--- src/rtl/cosine_similarity_pairs_assert.svh ---
// Assertion macros for the cosine similarity pair block.
// Define ASSERT_OFF to compile every assertion away.
`ifndef COSINE_SIMILARITY_PAIRS_ASSERT_SVH
`define COSINE_SIMILARITY_PAIRS_ASSERT_SVH

`ifndef ASSERT_OFF
// Check a property on every rising edge, skipped while reset is high.
`define CSP_ASSERT(lbl, clk, rst, prop, msg) \
  lbl: assert property (@(posedge clk) disable iff (rst) prop) else $error(msg);
// Check a property on every rising edge, reset included.
`define CSP_ASSERT_ALWAYS(lbl, clk, prop, msg) \
  lbl: assert property (@(posedge clk) prop) else $error(msg);
`else
`define CSP_ASSERT(lbl, clk, rst, prop, msg)
`define CSP_ASSERT_ALWAYS(lbl, clk, prop, msg)
`endif

`endif

--- src/rtl/cspr_pkg.sv ---
`timescale 1ns / 1ps
// ----------------------------------------------------------------------------
// cspr_pkg
// Types and fixed widths shared by the cosine similarity pipeline.
// ----------------------------------------------------------------------------
package cspr_pkg;

  localparam int IDX_W  = 7;
  localparam int VAL_W  = 12;
  localparam int SQ_W   = 2 * VAL_W;
  localparam int SUM_W  = SQ_W + 1;
  localparam int PROD_W = 2 * SUM_W;
  localparam int ROOT_W = SUM_W;
  localparam int REM_W  = ROOT_W + 2;
  localparam int Q_W    = 15;
  localparam int SIM_W  = 16;

  localparam logic [SIM_W-1:0] SIM_ONE = 16'h8000;

  typedef enum logic {
    OP_STORE = 1'b0,
    OP_QUERY = 1'b1
  } op_t;

  typedef struct packed {
    op_t              op;
    logic [IDX_W-1:0] index_a;
    logic [IDX_W-1:0] index_b;
    logic [VAL_W-1:0] price;
    logic [VAL_W-1:0] rating;
  } item_t;

  typedef struct packed {
    logic [IDX_W-1:0] first_index;
    logic [IDX_W-1:0] second_index;
    logic [SIM_W-1:0] similarity;
    logic             zero_vector;
  } result_t;

  typedef struct packed {
    logic [VAL_W-1:0] price;
    logic [VAL_W-1:0] rating;
  } entry_t;

  // Sideband that rides along the root and divide stages.
  typedef struct packed {
    logic [IDX_W-1:0] first_index;
    logic [IDX_W-1:0] second_index;
    logic             zero_vector;
    logic [SUM_W-1:0] dot;
  } side_t;

endpackage

--- src/rtl/cspr_div.sv ---
`timescale 1ns / 1ps
// ----------------------------------------------------------------------------
// cspr_div
// Pipelined restoring divide of dot * 2^15 by the root, with saturation,
// and the output register.
// ----------------------------------------------------------------------------
module cspr_div (
  input  logic                        clk,
  input  logic                        rst,
  input  logic                        en,
  input  logic                        in_valid,
  input  logic [cspr_pkg::ROOT_W-1:0] in_den,
  input  cspr_pkg::side_t             in_side,
  output logic                        out_valid,
  output cspr_pkg::result_t           out_result
);
  import cspr_pkg::*;

  logic [Q_W:0]        vld;
  logic [ROOT_W:0]     rem_s [0:Q_W];
  logic [Q_W-1:0]      quo_s [0:Q_W];
  logic [ROOT_W-1:0]   den_s [0:Q_W];
  logic                sat_s [0:Q_W];
  side_t               side_s [0:Q_W];
  logic [SIM_W-1:0]    sim_next;

  // Entry stage: a dot at or above the root already saturates.
  always_ff @(posedge clk) begin
    if (rst) begin
      vld[0] <= 1'b0;
    end else if (en) begin
      vld[0] <= in_valid;
    end
  end

  always_ff @(posedge clk) begin
    if (en) begin
      rem_s[0]  <= (ROOT_W+1)'(in_side.dot);
      quo_s[0]  <= '0;
      den_s[0]  <= in_den;
      sat_s[0]  <= (ROOT_W+1)'(in_side.dot) >= (ROOT_W+1)'(in_den);
      side_s[0] <= in_side;
    end
  end

  for (genvar k = 0; k < Q_W; k++) begin : g_stage
    logic [ROOT_W+1:0] shifted;
    logic [ROOT_W+1:0] den_ext;

    assign shifted = {rem_s[k], 1'b0};
    assign den_ext = (ROOT_W+2)'(den_s[k]);

    always_ff @(posedge clk) begin
      if (rst) begin
        vld[k+1] <= 1'b0;
      end else if (en) begin
        vld[k+1] <= vld[k];
      end
    end

    always_ff @(posedge clk) begin
      if (en) begin
        if (shifted >= den_ext) begin
          rem_s[k+1] <= (ROOT_W+1)'(shifted - den_ext);
          quo_s[k+1] <= {quo_s[k][Q_W-2:0], 1'b1};
        end else begin
          rem_s[k+1] <= (ROOT_W+1)'(shifted);
          quo_s[k+1] <= {quo_s[k][Q_W-2:0], 1'b0};
        end
        den_s[k+1]  <= den_s[k];
        sat_s[k+1]  <= sat_s[k];
        side_s[k+1] <= side_s[k];
      end
    end
  end

  always_comb begin
    if (side_s[Q_W].zero_vector) begin
      sim_next = '0;
    end else if (sat_s[Q_W]) begin
      sim_next = SIM_ONE;
    end else begin
      sim_next = SIM_W'(quo_s[Q_W]);
    end
  end

  always_ff @(posedge clk) begin
    if (rst) begin
      out_valid <= 1'b0;
    end else if (en) begin
      out_valid <= vld[Q_W];
    end
  end

  always_ff @(posedge clk) begin
    if (en) begin
      out_result.first_index  <= side_s[Q_W].first_index;
      out_result.second_index <= side_s[Q_W].second_index;
      out_result.similarity   <= sim_next;
      out_result.zero_vector  <= side_s[Q_W].zero_vector;
    end
  end

endmodule

--- config.mk ---
export PLATFORM = sky130hd
export DESIGN_NAME = cspr_div
export DESIGN_NICKNAME = d
export VERILOG_FILES = /design/src/rtl/cosine_similarity_pairs_assert.svh /design/src/rtl/cspr_pkg.sv /design/src/rtl/cspr_div.sv
export SDC_FILE = /design/constraint.sdc
export NUM_CORES = 2
export LEC_CHECK = 0
export CAP_MARGIN = 25
export CORE_ASPECT_RATIO = 2
export CORE_MARGIN = 2
export CORE_UTILIZATION = 37
export CTS_BUF_LIST = sky130_fd_sc_hd__clkbuf_16
export DETAILED_ROUTE_END_ITERATION = 8
export DONT_BUFFER_PORTS = 1
export PLACE_DENSITY_LB_ADDON = 0.12
export SLEW_MARGIN = 20
export SYNTH_ARGS = -nofsm -noshare
export SYNTH_HDL_FRONTEND = slang
export SYNTH_SLANG_ARGS = --single-unit
export TNS_END_PERCENT = 100
--- constraint.sdc ---
create_clock -name clk -period 8.3 [get_ports clk]
set_input_delay 0.83 -clock clk [delete_from_list [all_inputs] [get_ports clk]]
set_output_delay 0.83 -clock clk [all_outputs]
set_load 0.05 [all_outputs]
==> results.tsv <==
metric	value	unit
outcome	completed	
hold_buffers	0	
slew_viol_final	0	
clk_pin_slew	0.07	ns
tightest_slew	1.16	ns
start_util	0.372	
synthFlopType	edfxtp_1	
grtUsageMet1	0.121	
synth_edf_count	1169	
nNetsFinal	5481	
synth_top_cell_by_area	edfxtp_1	
final_area	66900	um2
crit_fanout	39	
synth_area_per_cell	12.2	um2
cts_buffers	115	
path_cells	inv_1, ha_1, and3_1, o21a_1, o31ai_1, buf_2, a31oi_1, a31o_2, a41oi_2, o31a_2, inv_2, mux2_2	
max-vdd-ir-drop	177	uV
clk_latency	0.75	ns
htreeDepth	3	
ys_async_sr_fraction	0	
post-dp-hpwl	131	mm
finalCriticalPeriod	4.55	ns
ant_nets	0	
worst_slack	3.75	ns
drive_above_1_share	0.0732	
grt_max_degree	233	
grt_util_met3	0.0207	
die_y	575	um
cts.sinks	1188	
grt-ovfl-total	0	
slew_headroom	0.230	
seqCellArea	35500	um2
fin_tns_setup	0	ns
met2_usage	0.444	
wirelength	166	mm
critPathMaxStageDelay	0.58	ns
mostFrequentLayoutCell	edfxtp_1	
multi_input_area	22500	um2
avgViaCountPerCell	5.26	
cts_resized	0	
layout_common_cells	edfxtp_1 (1169), inv_1 (530), ha_1 (399)	
grt_pass1_wl	241	mm
rsz0062_at_grt	no	
timing.final.crit_share	0.548	
area_delta_synth_final	10.9	%
synth_area_leaders	edfxtp_1 (58%), ha_1 (8.3%), inv_1 (3.1%)	
syn_area	60400	um2
clockRootBuffer	clkbuf_16	
drt_iter0_drc	1436	
top_usage_layer	met2	
portBuffers	0	
drv_cap	0	
clockBufferDepth	3	
postCtsSetupBuffers	0	
place_ws	3.27	ns
finalClockSkew	0.0502	ns
cellLeakagePower	26.4	nW
cellPowerDensity	351	nW/um2
die_area	167000	um2
wl_per_cell	23.0	um
place_area	63000	um2
finalPower	0.0235	W
hp-class	in2reg	
rows	209	
yosysWarnings	0	
postSynthCellCount	4962	
dr_total_vias	37900	
coreArea	162000	um2
ys_types	96	
grt_pass1_vias	40800	
ys_seq_area_frac	0.588	
ios	101	
max_freq	0.220	GHz
first_pass_iters	5	
tritoncts	yes	
hold_viol	0	
whs	0.153	ns
arrival	5.00	ns
ys_ff_latch	1188	
critPathKind	reg2reg	
setup_viol_count_final	0	
antenna_found_initial	3	
grtUsageTotal	0.199	
fp.dieW	290	um
startpoint_type	flip-flop	
cp_slowest_cell	o31a_2	
syn-num-nets	5444	
required	8.75	ns
synth.top_cell.area_share	0.582	
worst_setup_path_end_kind	flip-flop	
place_congestion	0.953	
fillCellCount	15300	
drc	0	
==> routing by layer <==
metal	wire (um)	up-vias	part of all wire
met5	0	-	0
met4	18400	0	0.11
met3	3540	523	0.021
met2	105000	715	0.63
met1	39200	18300	0.24
li1	-	18300	-
==> kinds of logic after synthesis <==
logic type,share of synthesized area
mux,0.0281
fa+ha+maj,0.0874
buf+inv,0.0399
xor+xnor,0.0382
simple gates,0.0839
flops,0.588
compound gates,0.135
==> worst max-delay path: cells and delay by family, from the launching register on <==
family          cells  cell delay, ns
fa+ha+maj           1            0.40
compound gates      6            1.79
simple gates        1            0.25
buf+inv             3            0.83
mux                 1            0.42
flops               1            0.51
==> layout make-up <==
class | count | area share
Tap cell | 2110 | 0.0394
Multi-Input combinational cell | 3152 | 0.337
Timing Repair Buffer | 41 | 0.00811
Clock inverter | 95 | 0.0139
Sequential cell | 1188 | 0.530
Clock buffer | 116 | 0.0434
Antenna cell | 4 | 0.000150
Inverter | 501 | 0.0281
==> metrics by stage <==
stage,instances,utilization
finish,7207,0.413
global route,7206,0.413
CTS,7200,0.412
detailed placement,6989,0.389
global placement,6984,0.388
floorplan,4962,-
==> cells in the mapped netlist, types with 9 or more instances <==
cell / instances
nor3_1: 56
o31a_1: 15
edfxtp_1: 1169
nand2b_1: 55
and2_1: 36
nand3_1: 60
a21oi_1: 343
nand3b_1: 9
or4_1: 11
nand4_1: 52
xor2_1: 107
a221oi_1: 14
xnor2_1: 156
and4_1: 15
nor2b_1: 59
and3_1: 42
mux2_4: 15
or3_1: 30
o211a_1: 9
o211ai_1: 26
mux2i_1: 28
inv_1: 499
fa_1: 14
mux2_2: 106
ha_1: 399
nor2_1: 260
buf_2: 23
o31ai_1: 41
o22ai_1: 14
a211oi_1: 33
or2_2: 14
a31oi_1: 34
dfxtp_1: 19
o21a_1: 74
o21bai_1: 42
o21ai_0: 322
nand2_1: 332
a21boi_0: 19
clkbuf_1: 86
a21o_1: 182
==> power by group <==
group	switching (W)	internal (W)	leakage [nW]	total, W
combinational	0.00541	0.00371	12.9	0.00912
sequential	0.000726	0.00822	11.6	0.00895
clock	0.00238	0.00301	1.97	0.00539
total	0.00851	0.0149	26.4	0.0235
==> state kept, by name, indices dropped and copies added (netlist names) <==
register    flops
vld            16
rem_s         364
quo_s         120
out_valid       1
out_result     31
sat_s          16
side_s        265
den_s         375
==> path summary, 6_finish.rpt <==
path,end,startpoint,slack (ns),cells past startpoint
max,rem_s[1][71],den_s[1][32],3.75,12
min,vld[3],rst,0.15,1
max reg2reg,rem_s[1][71],den_s[1][32],3.75,12
min reg2reg,quo_s[0][106],quo_s[0][90],0.40,0
Note: power is estimated with default switching activity, not from simulation.
