--- src/rtl/cosine_similarity_pairs_assert.svh ---
// Assertion macros for the cosine similarity pair block.
// Define ASSERT_OFF to compile every assertion away.
`ifndef COSINE_SIMILARITY_PAIRS_ASSERT_SVH
`define COSINE_SIMILARITY_PAIRS_ASSERT_SVH

`ifndef ASSERT_OFF
// Check a property on every rising edge, skipped while reset is high.
`define CSP_ASSERT(lbl, clk, rst, prop, msg) \
  lbl: assert property (@(posedge clk) disable iff (rst) prop) else $error(msg);
// Check a property on every rising edge, reset included.
`define CSP_ASSERT_ALWAYS(lbl, clk, prop, msg) \
  lbl: assert property (@(posedge clk) prop) else $error(msg);
`else
`define CSP_ASSERT(lbl, clk, rst, prop, msg)
`define CSP_ASSERT_ALWAYS(lbl, clk, prop, msg)
`endif

`endif

--- src/rtl/cspr_pkg.sv ---
`timescale 1ns / 1ps
// ----------------------------------------------------------------------------
// cspr_pkg
// Types and fixed widths shared by the cosine similarity pipeline.
// ----------------------------------------------------------------------------
package cspr_pkg;

  localparam int IDX_W  = 7;
  localparam int VAL_W  = 12;
  localparam int SQ_W   = 2 * VAL_W;
  localparam int SUM_W  = SQ_W + 1;
  localparam int PROD_W = 2 * SUM_W;
  localparam int ROOT_W = SUM_W;
  localparam int REM_W  = ROOT_W + 2;
  localparam int Q_W    = 15;
  localparam int SIM_W  = 16;

  localparam logic [SIM_W-1:0] SIM_ONE = 16'h8000;

  typedef enum logic {
    OP_STORE = 1'b0,
    OP_QUERY = 1'b1
  } op_t;

  typedef struct packed {
    op_t              op;
    logic [IDX_W-1:0] index_a;
    logic [IDX_W-1:0] index_b;
    logic [VAL_W-1:0] price;
    logic [VAL_W-1:0] rating;
  } item_t;

  typedef struct packed {
    logic [IDX_W-1:0] first_index;
    logic [IDX_W-1:0] second_index;
    logic [SIM_W-1:0] similarity;
    logic             zero_vector;
  } result_t;

  typedef struct packed {
    logic [VAL_W-1:0] price;
    logic [VAL_W-1:0] rating;
  } entry_t;

  // Sideband that rides along the root and divide stages.
  typedef struct packed {
    logic [IDX_W-1:0] first_index;
    logic [IDX_W-1:0] second_index;
    logic             zero_vector;
    logic [SUM_W-1:0] dot;
  } side_t;

endpackage

--- src/rtl/cspr_isqrt.sv ---
`timescale 1ns / 1ps
// ----------------------------------------------------------------------------
// cspr_isqrt
// Pipelined floor square root, one result bit per stage.
// ----------------------------------------------------------------------------
module cspr_isqrt (
  input  logic                      clk,
  input  logic                      rst,
  input  logic                      en,
  input  logic                      in_valid,
  input  logic [cspr_pkg::PROD_W-1:0] in_rad,
  input  cspr_pkg::side_t           in_side,
  output logic                      out_valid,
  output logic [cspr_pkg::ROOT_W-1:0] out_root,
  output cspr_pkg::side_t           out_side
);
  import cspr_pkg::*;

  logic [ROOT_W:0]    vld;
  logic [PROD_W-1:0]  rad_s  [0:ROOT_W];
  logic [REM_W-1:0]   rem_s  [0:ROOT_W];
  logic [ROOT_W-1:0]  root_s [0:ROOT_W];
  side_t              side_s [0:ROOT_W];

  assign vld[0]    = in_valid;
  assign rad_s[0]  = in_rad;
  assign rem_s[0]  = '0;
  assign root_s[0] = '0;
  assign side_s[0] = in_side;

  for (genvar k = 0; k < ROOT_W; k++) begin : g_stage
    logic [REM_W+1:0]  cand;
    logic [REM_W+1:0]  trial;
    logic [REM_W-1:0]  rem_next;
    logic [ROOT_W-1:0] root_next;

    always_comb begin
      cand  = {rem_s[k], rad_s[k][PROD_W-1 -: 2]};
      trial = (REM_W+2)'({root_s[k], 2'b01});
      if (cand >= trial) begin
        rem_next  = REM_W'(cand - trial);
        root_next = {root_s[k][ROOT_W-2:0], 1'b1};
      end else begin
        rem_next  = REM_W'(cand);
        root_next = {root_s[k][ROOT_W-2:0], 1'b0};
      end
    end

    always_ff @(posedge clk) begin
      if (rst) begin
        vld[k+1] <= 1'b0;
      end else if (en) begin
        vld[k+1] <= vld[k];
      end
    end

    always_ff @(posedge clk) begin
      if (en) begin
        rad_s[k+1]  <= rad_s[k] << 2;
        rem_s[k+1]  <= rem_next;
        root_s[k+1] <= root_next;
        side_s[k+1] <= side_s[k];
      end
    end
  end

  assign out_valid = vld[ROOT_W];
  assign out_root  = root_s[ROOT_W];
  assign out_side  = side_s[ROOT_W];

endmodule

--- config.mk ---
export PLATFORM = sky130hd
export DESIGN_NAME = cspr_isqrt
export DESIGN_NICKNAME = d
export VERILOG_FILES = /design/src/rtl/cosine_similarity_pairs_assert.svh /design/src/rtl/cspr_pkg.sv /design/src/rtl/cspr_isqrt.sv
export SDC_FILE = /design/constraint.sdc
export NUM_CORES = 2
export LEC_CHECK = 0
export BUFFER_PORTS_ARGS = -buffer_cell sky130_fd_sc_hd__buf_4
export CAP_MARGIN = 5
export CORE_ASPECT_RATIO = 0.75
export CORE_MARGIN = 5
export CORE_UTILIZATION = 45
export CTS_CLUSTER_DIAMETER = 30
export DETAILED_ROUTE_END_ITERATION = 8
export GPL_ROUTABILITY_DRIVEN = 0
export GPL_TIMING_DRIVEN = 1
export SLEW_MARGIN = 30
export SYNTH_ARGS = -nofsm -noshare
export SYNTH_HDL_FRONTEND = slang
export SYNTH_SLANG_ARGS = --single-unit
--- constraint.sdc ---
create_clock -name clk -period 7 [get_ports clk]
set_clock_uncertainty 0.2 [all_clocks]
set_input_delay 0.7 -clock clk [delete_from_list [all_inputs] [get_ports clk]]
set_output_delay 0.7 -clock clk [all_outputs]
set_load 0.05 [all_outputs]
==> impl_metrics.ini <==
[outcome]
run_status = completed

[cts]
ctsLongestPathBuffers = 4
count_of_cells_resized_by_post_cts_repair = 0
clock_latency_ns = 0.87
cts_buffers = 447
clock_tree.htree_level_count = 5
numClockSinks = 2548
clk_root_buffer_cell = sky130_fd_sc_hd__clkbuf_16
post_cts_hold_buffer_count = 94
cts.repair_timing.setup_buffer_count = 0
path_clk_slew_ns = 0.05
tritoncts = built

[power]
max-vdd-ir-drop_mv = 0.233
power.leakage_nw = 46.2
report.power.total_mw = 45.5
cell_area_power_density_nw_per_um2 = 370

[detailed_routing]
via_per_inst = 5.07
drt_first_iter_violations = 4424
antenna_left = 0
wirelength_mm = 171
detail_route.first_pass.iterations = 6
detail_route.drc_violations = 0
vias = 53175
post_drt_wl_per_cell_um = 16.3

[worst_setup_path]
worst_setup_path_start_kind = register
critical_path.endpoint = g_stage[24].cand[9]
crit_path_max_fanout = 35
r2r.worst_path.cells = 10
timing.critical_path.from = g_stage[23].cand[2]
regToRegStartpoint = g_stage[23].cand[2]
critical_path.endpoint_type = register
crit_required_ns = 7.40
timing.reg2reg.setup_slack_ns = 2.31
timing.critical_path.arrival_ns = 5.09
criticalPathCategory = reg2reg
worstReg2RegEnd = g_stage[24].cand[9]

[sta]
fin_tns_setup_ns = 0
finalWorstSetupSlack_ns = 2.31
timing.final.setup_violations = 0
final.min_clock_period_ns = 4.69
hold_viol_final = 0
slew_viol_final = 0
max_slew.worst_pin.slew_ns = 1.07
grt_setup_unrepaired = false
timing.max_slew.rel_slack = 0.290
final.period_utilization = 0.670
fmax_ghz = 0.213

[grt]
grt_start_max_net_pins = 183
grt_pass1_wl_mm = 279
antenna_found_initial = 5
first_global_vias = 53448
globalRouteTotalUtil = 0.142
grt.overflow.total = 0

[logic_synthesis]
synth_ff_type = sky130_fd_sc_hd__edfxtp_1
async_flop_share = 0
synth_area_leaders = sky130_fd_sc_hd__edfxtp_1 (74%), sky130_fd_sc_hd__ha_1 (4.3%), sky130_fd_sc_hd__xor2_1 (2.2%), sky130_fd_sc_hd__xnor2_1 (2.1%), sky130_fd_sc_hd__a21oi_1 (1.7%)
synth.cell_area_sq_um = 102000
synthDominantCellAreaShare = 0.744
yosysWarningCount = 0
postSynthCellCount = 6495
synth_enable_flop_cells = 2523
post-synth-top-area-cell = sky130_fd_sc_hd__edfxtp_1
synthesis.area_per_instance_sq_um = 15.7
yosys.cell_types.count = 93
syn-num-nets = 6941
ys_seq_elements = 2548
share_of_synthesized_area_occupied_by_flip_flops_and_latches = 0.749

[layout]
layout.cells.most_common = sky130_fd_sc_hd__edfxtp_1
nNetsFinal = 7560
final_cell_count_no_fill = 10482
insertedDiodeCount = 0
syn_to_final_growth_pct = 20.7
final_cell_mix = sky130_fd_sc_hd__edfxtp_1 (2523), sky130_fd_sc_hd__clkbuf_16 (451), sky130_fd_sc_hd__inv_1 (434), sky130_fd_sc_hd__nor2_1 (381), sky130_fd_sc_hd__ha_1 (352)
drive_gt1_frac = 0.142
post-route-cell-area_sq_um = 123000

[job]
cap_violations = 0

[floorplanning]
die_w_um = 559
core_sq_um = 225000
die_y_um = 422
placementRows = 151
initial_utilization = 0.452
design.portCount = 160
floorplan.die_area_sq_um = 236000

[placement]
placement.setup.worst_slack_ns = 2.57
detailed_place_hpwl_mm = 109
io_buffer_count = 159
dp.cells = 9553
placed_cell_area_sq_um = 107000

[min_path]
hold_path_class = reg2reg
layer usage:
layer / vias to the layer above / wire [um] / GRT usage / share of wire
li1: 25867 / - / - / -
met1: 25397 / 81200 / 0.206 / 0.47
met2: 1474 / 74400 / 0.213 / 0.44
met3: 437 / 9720 / 0.0275 / 0.057
met4: 0 / 5640 / 0.0564 / 0.033
met5: - / 0 / 0 / 0
power breakdown:
part | switching, mW | total (mW) | internal, mW
Combinational | 2.67 | 4.58 | 1.91
Clock | 7.30 | 21.6 | 14.3
Sequential | 0.775 | 19.4 | 18.6
Total | 10.7 | 45.5 | 34.8
registers in the layout, indices dropped and copies added (netlist names):
| name | count |
|---|---|
| g_stage.trial | 300 |
| g_stage.cand | 646 |
| out_side | 40 |
| rad_s | 552 |
| vld | 24 |
| side_s | 960 |
| out_valid | 1 |
| out_root | 25 |
synthesized netlist by cell type, drive strengths merged (7+ instances only):
cell type / number
a21o: 152
nand4: 54
a31o: 13
nor2b: 43
nor2: 382
nor3: 124
nand4b: 15
o2111ai: 9
o21a: 66
and2: 10
xnor2: 239
o31a: 9
buf: 59
o22ai: 9
nor4: 83
o21bai: 28
ha: 352
a21boi: 20
and4: 11
or3: 48
nand3b: 19
dfxtp: 25
and3: 30
a31oi: 30
mux2i: 34
mux2: 50
nand2b: 59
o31ai: 27
nor3b: 11
a2111oi: 14
or2: 26
o21ai: 260
xor2: 252
a21oi: 342
nor4b: 7
or4: 25
o41ai: 7
nand2: 338
clkbuf: 76
nand3: 69
o211ai: 19
edfxtp: 2523
inv: 436
a211oi: 17
area by class of cell:
class / instances / area, sq um
Tap cell: 2983 / 3730
Multi-Input combinational cell: 3376 / 23200
Fill cell: 17763 / 102000
Clock buffer: 495 / 11500
Timing Repair Buffer: 305 / 2700
Sequential cell: 2548 / 76300
Inverter: 436 / 1640
Clock inverter: 339 / 3880
logic make-up (layout without fill, tap and decap cells):
kind of cell	count (synthesis)	count (layout)	share of synthesized area
DFF	2548	2548	0.749
and+or+nand+nor	1367	1367	0.0669
AOI/OAI and AO/OA	1081	1081	0.0667
buffers and inverters	571	1575	0.0227
xor gates and xnor gates	491	491	0.0422
adders and majority gates	352	352	0.0433
muxes	84	84	0.00888
other	1	1	0.0000368
worst max-delay path: stages, from the launching register on:
cell and delay [ns]:
sky130_fd_sc_hd__edfxtp_1 0.39, sky130_fd_sc_hd__ha_1 0.36, sky130_fd_sc_hd__o21a_1 0.18, sky130_fd_sc_hd__nor4_1 0.08, sky130_fd_sc_hd__o31ai_1 0.36, sky130_fd_sc_hd__a21oi_1 0.18
sky130_fd_sc_hd__o31ai_1 0.61, sky130_fd_sc_hd__a41oi_1 0.29, sky130_fd_sc_hd__o211ai_1 0.88, sky130_fd_sc_hd__buf_4 0.49, sky130_fd_sc_hd__mux2_2 0.38
how the worst min path moves through the flow:
stage / startpoint / end / slack [ns] / depth (start not counted)
after floorplan: rad_s[846] / g_stage[10].cand[0] / 0.20 / 0
after global placement: side_s[989] / side_s[949] / 0.20 / 0
after detailed placement: rad_s[697] / g_stage[13].cand[1] / 0.20 / 0
after CTS: side_s[731] / side_s[691] / 0.18 / 0
after global routing: rad_s[737] / rad_s[689] / 0.19 / 0
final: rad_s[737] / rad_s[689] / 0.18 / 0
per-stage QoR:
step / utilization / hold slack (ns)
after floorplan: - / 0.200
after global placement: 0.473 / 0.200
after detailed placement: 0.473 / 0.205
after CTS: 0.545 / 0.185
after global routing: 0.545 / 0.186
final: 0.545 / 0.180
Power figures use the tool's default switching activity.
